==> src/pvs_pkg.sv <==
// Shared constants, opcodes and controller/datapath interface types of the voxel store.
package pvs_pkg;

  localparam int PALETTE_DEPTH = 256;
  localparam int IDX_W         = (PALETTE_DEPTH > 1) ? $clog2(PALETTE_DEPTH) : 1;
  localparam int CNT_W         = $clog2(PALETTE_DEPTH + 1);
  localparam int COORD_W       = 4;
  localparam int CELL_AW       = 3 * COORD_W;
  localparam int CELL_COUNT    = 1 << CELL_AW;
  localparam int NZ_W          = CELL_AW + 1;
  localparam int ID_W          = 32;
  localparam int SCAN_W        = COORD_W + 1;

  typedef enum logic [1:0] {
    OP_CLEAR = 2'd0,
    OP_READ  = 2'd1,
    OP_WRITE = 2'd2,
    OP_TOP   = 2'd3
  } op_t;

  typedef struct packed {
    logic load;       // latch the accepted word, clear per-op result state
    logic sweep;      // write zero to the next cell of the clearing pass
    logic clr_apply;  // reset palette and nonzero count
    logic cell_rd;    // read the addressed cell
    logic pal_rd;     // read the palette at the cell's index
    logic pal_latch;  // capture the read identifier
    logic srch_step;  // advance the palette search
    logic wr_apply;   // commit a write
    logic scan_step;  // advance the column scan
    logic out_load;   // move results into the output register
  } dp_cmd_t;

  typedef struct packed {
    logic sweep_last;
    logic srch_done;
    logic scan_done;
    logic out_busy;
  } dp_sts_t;

endpackage

==> src/pvs_ctrl.sv <==
// Controller state machine that sequences each operation of the voxel store.
module pvs_ctrl (
  input  logic              clk,
  input  logic              rst_n,
  input  logic              in_tvalid,
  output logic              in_tready,
  input  logic [1:0]        in_opcode,
  input  pvs_pkg::dp_sts_t  sts,
  output pvs_pkg::dp_cmd_t  cmd
);
  import pvs_pkg::*;

  typedef enum logic [9:0] {
    S_INIT   = 10'b00_0000_0001,
    S_IDLE   = 10'b00_0000_0010,
    S_CLEAR  = 10'b00_0000_0100,
    S_CELL   = 10'b00_0000_1000,
    S_PAL    = 10'b00_0001_0000,
    S_PALW   = 10'b00_0010_0000,
    S_SEARCH = 10'b00_0100_0000,
    S_WRITE  = 10'b00_1000_0000,
    S_TOP    = 10'b01_0000_0000,
    S_DONE   = 10'b10_0000_0000
  } state_t;

  state_t state_r, state_nxt;
  op_t    op_r, op_nxt;
  op_t    in_op;

  assign in_op     = op_t'(in_opcode);
  assign in_tready = (state_r == S_IDLE);

  always_comb begin
    state_nxt = state_r;
    op_nxt    = op_r;
    cmd       = '0;
    case (state_r)
      S_INIT: begin
        cmd.sweep = 1'b1;
        if (sts.sweep_last) begin
          state_nxt = S_IDLE;
        end
      end
      S_IDLE: begin
        if (in_tvalid) begin
          cmd.load = 1'b1;
          op_nxt   = in_op;
          case (in_op)
            OP_CLEAR: state_nxt = S_CLEAR;
            OP_READ:  state_nxt = S_CELL;
            OP_WRITE: state_nxt = S_CELL;
            OP_TOP:   state_nxt = S_TOP;
            default:  state_nxt = S_IDLE;
          endcase
        end
      end
      S_CLEAR: begin
        cmd.sweep     = 1'b1;
        cmd.clr_apply = 1'b1;
        if (sts.sweep_last) begin
          state_nxt = S_DONE;
        end
      end
      S_CELL: begin
        cmd.cell_rd = 1'b1;
        state_nxt   = (op_r == OP_READ) ? S_PAL : S_SEARCH;
      end
      S_PAL: begin
        cmd.pal_rd = 1'b1;
        state_nxt  = S_PALW;
      end
      S_PALW: begin
        cmd.pal_latch = 1'b1;
        state_nxt     = S_DONE;
      end
      S_SEARCH: begin
        cmd.srch_step = 1'b1;
        if (sts.srch_done) begin
          state_nxt = S_WRITE;
        end
      end
      S_WRITE: begin
        cmd.wr_apply = 1'b1;
        state_nxt    = S_DONE;
      end
      S_TOP: begin
        cmd.scan_step = 1'b1;
        if (sts.scan_done) begin
          state_nxt = S_DONE;
        end
      end
      S_DONE: begin
        if (!sts.out_busy) begin
          cmd.out_load = 1'b1;
          state_nxt    = S_IDLE;
        end
      end
      default: state_nxt = S_INIT;
    endcase
  end

  always_ff @(posedge clk) begin
    if (!rst_n) begin
      state_r <= S_INIT;
      op_r    <= OP_CLEAR;
    end else begin
      state_r <= state_nxt;
      op_r    <= op_nxt;
    end
  end

endmodule

==> config.mk <==
export PLATFORM = sky130hd
export DESIGN_NAME = pvs_ctrl
export DESIGN_NICKNAME = d
export VERILOG_FILES = /design/src/pvs_pkg.sv /design/src/pvs_ctrl.sv
export SDC_FILE = /design/constraint.sdc
export NUM_CORES = 1
export LEC_CHECK = 0
export BUFFER_PORTS_ARGS = -buffer_cell sky130_fd_sc_hd__buf_2
export CORE_ASPECT_RATIO = 0.75
export CORE_UTILIZATION = 45
export CTS_CLUSTER_SIZE = 30
export DETAILED_ROUTE_END_ITERATION = 6
export PLACE_DENSITY = 0.78
export SETUP_SLACK_MARGIN = 0.4
export SLEW_MARGIN = 5
export SYNTH_ARGS = -nofsm -noshare
export SYNTH_HDL_FRONTEND = slang
export SYNTH_SLANG_ARGS = --single-unit
==> constraint.sdc <==
create_clock -name clk -period 2.35 [get_ports clk]
set_input_delay 0.235 -clock clk [delete_from_list [all_inputs] [get_ports clk]]
set_output_delay 0.235 -clock clk [all_outputs]
set_load 0.02 [all_outputs]
Word-level counts from Yosys, hierarchy flattened
Index checks and enable logic that the tools add are counted.
{"block": "totals", "wordCells": 49, "register_bits": 12, "output_inout_bits": 11, "input_bits": 9}
{"block": "op_classes", "reduce_logical": 6, "n_mux": 21, "eq_ne": 20}
{"cell": "one-hot mux 10 bit (9 select lines)", "n": 1}
{"cell": "two-way mux 10 bit", "n": 6}
{"cell": "one-hot mux 10 bit (3 select lines)", "n": 1}
{"cell": "two-way mux 1 bit", "n": 12}
{"cell": "inequality test 2 bit, second input constant", "n": 6}
{"cell": "== test 10 x 1 -> 1 bit, second input constant", "n": 1}
{"cell": "== test 10 bit, second input constant", "n": 1}
{"cell": "== test 10 x 2 -> 1 bit, second input constant", "n": 1}
{"cell": "== test 10 x 3 -> 1 bit, second input constant", "n": 1}
{"cell": "== test 10 x 4 -> 1 bit, second input constant", "n": 1}
{"cell": "== test 10 x 5 -> 1 bit, second input constant", "n": 1}
{"cell": "== test 10 x 6 -> 1 bit, second input constant", "n": 1}
{"cell": "== test 10 x 7 -> 1 bit, second input constant", "n": 1}
{"cell": "== test 10 x 8 -> 1 bit, second input constant", "n": 1}
{"cell": "== test 10 x 9 -> 1 bit, second input constant", "n": 1}
{"cell": "two-way mux 7 bit", "n": 1}
{"cell": "AND reduction 6 bit", "n": 1}
{"cell": "OR reduction 2 bit", "n": 3}
{"cell": "== test 2 x 1 -> 1 bit, second input constant", "n": 2}
{"cell": "== test 2 bit, second input constant", "n": 2}
{"cell": "zero test 2 bit", "n": 1}
{"cell": "AND reduction 2 bit", "n": 1}

Logic depth before layout (Yosys ltp)
{"block": "depth", "ltp_word": 5, "mapped_depth": 7, "mapped_depth_nobuf": 5}

Worst setup path before layout
OpenSTA, ideal clock, no wires.
{"block": "synth_timing", "path_kind": "register to register", "startpoint": "register state_r[2]", "endpoint": "register op_r[0]", "setup_ns": 0.119, "period_less_slack_ns": 2.131, "setup_slack_ns": 0.219, "t_arrival_ns": 2.011, "required_ns": 2.231, "stages_incl_launch_ff": 8, "path_buffers": 2, "cell_sequence": "dfxtp_1 clkbuf_1 or4_1 nor3_2 and2_1 buf_2 mux2i_1 nor2_1"}
{"block": "synth_via", "elab_chain_cells": 2}
{"item": "start: declaration", "line_no": "pvs_ctrl.sv:26", "text": "state_t state_r, state_nxt;"}
{"item": "start signal: assignment", "line_no": "pvs_ctrl.sv:107", "text": "state_r <= state_nxt;"}
{"item": "== test 10 x 2 -> 1 bit"}
{"item": "via in_tready", "line_no": "pvs_ctrl.sv:6", "text": "output logic in_tready,"}
{"item": "AND reduction 2 bit (no source line)"}
{"item": "end signal: assignment", "line_no": "pvs_ctrl.sv:108", "text": "op_r <= op_nxt;"}
{"item": "end: declaration", "line_no": "pvs_ctrl.sv:27", "text": "op_t op_r, op_nxt;"}
The timed path passes the listed nets, and every way through them passes these cells.
A chain may end at the register's enable or synchronous reset.

Worst setup path after layout
{"block": "layout_timing", "startpoint": "register state_r[5]", "endpoint": "register state_r[2]"}
{"block": "layout_via", "elab_chain_cells": 3, "elab_cells_between_ends": 19, "classes_between": "16 x eq/ne; 1 x mux; 2 x reduce/logical"}
{"item": "== test 10 x 8 -> 1 bit, or another cell as far along", "line_no": "pvs_ctrl.sv:37", "text": "case (state_r)"}
{"item": "OR reduction 2 bit (no source line) / inequality test 2 bit (equally long branches)"}
{"item": "one-hot mux 10 bit (9 select lines) / AND reduction 6 bit (equally long branches)"}
Parallel ways exist; a longest one is shown, timed or not.

==> results.txt <==
run status = finished clean
via count of the first global-routing pass = 851
Area Overhead vs Synth = 51.2%
design area = 0.00124 mm²
synthesis warning total = 0
number of buffers added to fix hold violations after cts = 0
Overall Power = 808 µW
total wire length = 2.46 mm
via count = 919
die width = 51.4 µm
area taken by multi-input logic gates = 632 µm²
share of post-route cells with drive strength above 1 = 0.547
endpoint type of the worst setup path = flop
RePlAce Congestion = 0.840
Synth top area share = 0.292
longest individual stage delay on the worst path = 0.55 ns
grt ovf = 0
leading post-synthesis cells by cell area = sky130_fd_sc_hd__dfxtp_1 29%, sky130_fd_sc_hd__nor2_1 4.6%, sky130_fd_sc_hd__nor3_1 4.3%
worst vdd rail ir drop = 0.626 mV
flops & latches, synth = 12
flop-to-flop setup slack = 0.31 ns
final max-slew violation count = 0
height of the die = 39.0 µm
slew margin rel. = 0.689
slowest stage cell on the critical path = sky130_fd_sc_hd__or4_4
Worst Hold Path Cells = 2
maximum number of pins on one net before global-route repair = 11
row count = 12
initial standard-cell utilization of the core = 0.517
detail-routed net length per standard cell = 15.6 µm
cell count after synthesis = 101
number of hold-slack violations in the final timing report = 0
Total Die Area = 0.00201 mm²
biggest area consumer among synthesized cells = sky130_fd_sc_hd__dfxtp_1
DRC marker count from the first detailed-route iteration = 21
cell leakage power = 0.517 nW
Most common cell on crit path = sky130_fd_sc_hd__or4_4
layout filler cell count = 110
CP Class = reg2reg
storage element area = 263 µm²
final period utilization = 0.870
number of clock sinks seen by CTS = 12
ys async rst share = 0
sequential share of the synthesized area = 0.292
buffer type at the clock tree root = sky130_fd_sc_hd__clkbuf_4
largest clock skew in the final design = 0.00576 ns
HPWL Detailed = 1.57 mm
Inserted Clock Buffers = 3
Clk Latency, worst-skew pair = 0.27 ns
setup repair after global routing missed its margin = true
worst-path maximum fanout = 5
antenna diode count = 0
Arr. time, crit path = 2.26 ns
Slew @ Worst Pin = 0.463 ns
number of buffers on the longest clock path = 2
Hold WC Path Type = in2reg
most common flop cell mapped by yosys = sky130_fd_sc_hd__dfxtp_1
Post-layout nets = 150
detailed-route DRC error count = 0
Synth Area per Inst = 8.15 µm²
Post-Place Cell Area = 966 µm²
DR pass1 iterations = 4
synthesized net count = 112
Critical Path, Cell by Cell = or4_4, or4_4, nand4b_4, mux2_4, nor2_1
first-pass GRT wire length = 3.81 mm
synth cell count leaders = 12 x sky130_fd_sc_hd__dfxtp_1, 10 x sky130_fd_sc_hd__nor2_1, 7 x sky130_fd_sc_hd__inv_1, 7 x sky130_fd_sc_hd__nor3_1
top achievable clock speed = 489 MHz
accumulated negative setup slack = 0 ns
depth of the most critical reg-to-reg path = 5
max capacitance violation total = 0
core outline area = 0.00159 mm²
H-Tree Level Count = 1
synthesized area = 823 µm²
CTS tree = built
Unique masters post-synth = 38
Final setup viols = 0
total power density per cell area = 649 mW/mm²
remaining antenna violation count after routing = 0
most frequently used cell type in the post-synthesis netlist = sky130_fd_sc_hd__dfxtp_1
drt via density = 5.82
number of synthesized flops with an enable pin = 0
fin crit period = 2.04 ns
number of antenna violations at the first check in global routing = 0
clock slew at reported path FFs = 0.07 ns
number of top-level pins = 20
Critical Path Start Type = flop
GRT Resource Usage Total = 0.264
buffers added on ports = 19
Critical Path RT = 2.56 ns
-- path summary, 6_finish.rpt --
check | from | end
max | state_r[5] | state_r[2]
min reg2reg | op_r[1] | state_r[4]
min | rst_n | state_r[1]
max reg2reg | state_r[5] | state_r[2]
-- layout make-up --
class,instances,share of cell area
clock buffers,3,0.0181
inverters,7,0.0211
multi-input cells,75,0.508
flip-flops and latches,12,0.211
well taps,21,0.0211
repair buffers,40,0.221
-- metal layers --
| layer | vias up | part of all wire | wire length [µm] | GRT usage |
|---|---|---|---|---|
| met1 | 443 | 0.44 | 1090 | 0.339 |
| met4 | 0 | 0.0045 | 11 | 0.0676 |
| met2 | 38 | 0.48 | 1190 | 0.458 |
| met3 | 2 | 0.069 | 169 | 0.0471 |
| li1 | 436 | - | - | - |
| met5 | - | 0 | 0 | 0 |
-- power breakdown --
| group | internal (mW) | leakage (nW) | switching (mW) |
|---|---|---|---|
| Combinational | 0.214 | 0.401 | 0.210 |
| Clock | 0.0593 | 0.0138 | 0.0651 |
| Sequential | 0.224 | 0.102 | 0.0356 |
-- cell usage in the layout, fill, tap and decap left out, types with 2 or more instances in the layout --
cell                       instances
sky130_fd_sc_hd__nor3_4            2
sky130_fd_sc_hd__nand2_2           2
sky130_fd_sc_hd__mux2i_1           3
sky130_fd_sc_hd__dfxtp_4           5
sky130_fd_sc_hd__buf_2            13
sky130_fd_sc_hd__nand2_1           3
sky130_fd_sc_hd__ha_1              2
sky130_fd_sc_hd__a21oi_1           2
sky130_fd_sc_hd__inv_1             7
sky130_fd_sc_hd__nand3_1           2
sky130_fd_sc_hd__nor4b_2           4
sky130_fd_sc_hd__nor2_2            2
sky130_fd_sc_hd__buf_6             2
sky130_fd_sc_hd__buf_4            25
sky130_fd_sc_hd__nor3_1            6
sky130_fd_sc_hd__nand2b_1          3
sky130_fd_sc_hd__dfxtp_1           4
sky130_fd_sc_hd__or4_4             4
sky130_fd_sc_hd__nor2_1            8
sky130_fd_sc_hd__nor4_2            2
sky130_fd_sc_hd__clkbuf_4          3
sky130_fd_sc_hd__o21ai_0           4
sky130_fd_sc_hd__xor2_1            2
sky130_fd_sc_hd__dfxtp_2           3
sky130_fd_sc_hd__mux2_4            2
sky130_fd_sc_hd__nor3b_1           2
sky130_fd_sc_hd__xnor2_1           3
-- cell families after synthesis --
family / count (synthesis) / synth area share
xor+xnor: 5 / 0.0532
compound gates: 12 / 0.0958
simple gates: 51 / 0.398
fa+ha+maj: 2 / 0.0304
buf+inv: 14 / 0.0669
mux: 5 / 0.0638
flops: 12 / 0.292
-- critical path, delay by kind of cell, from the launching register on --
family        cells  cell delay (ns)
mux               1             0.31
flops             1             0.36
simple gates      4             1.30
-- state kept, by name, summed over array words and instances (netlist names) --
name and flops:
state_r 10, op_r 2
-- metrics by stage --
step | utilization | cells | worst slack, ns | hold WS, ns
after CTS | 0.730 | 155 | 0.328 | 0.211
after global routing | 0.782 | 158 | 0.273 | 0.221
final | 0.782 | 158 | 0.305 | 0.213
after floorplan | - | 101 | 0.287 | 0.353
after detailed placement | 0.607 | 137 | 0.222 | 0.439
after global placement | 0.607 | 137 | 0.284 | 0.436
-- timing repair --
item,in CTS,in global routing
setup endpoints to repair,16,18
pin swaps,4,5
resized for setup,20,16
setup buffers,15,3
Power figures use the tool's default switching activity.
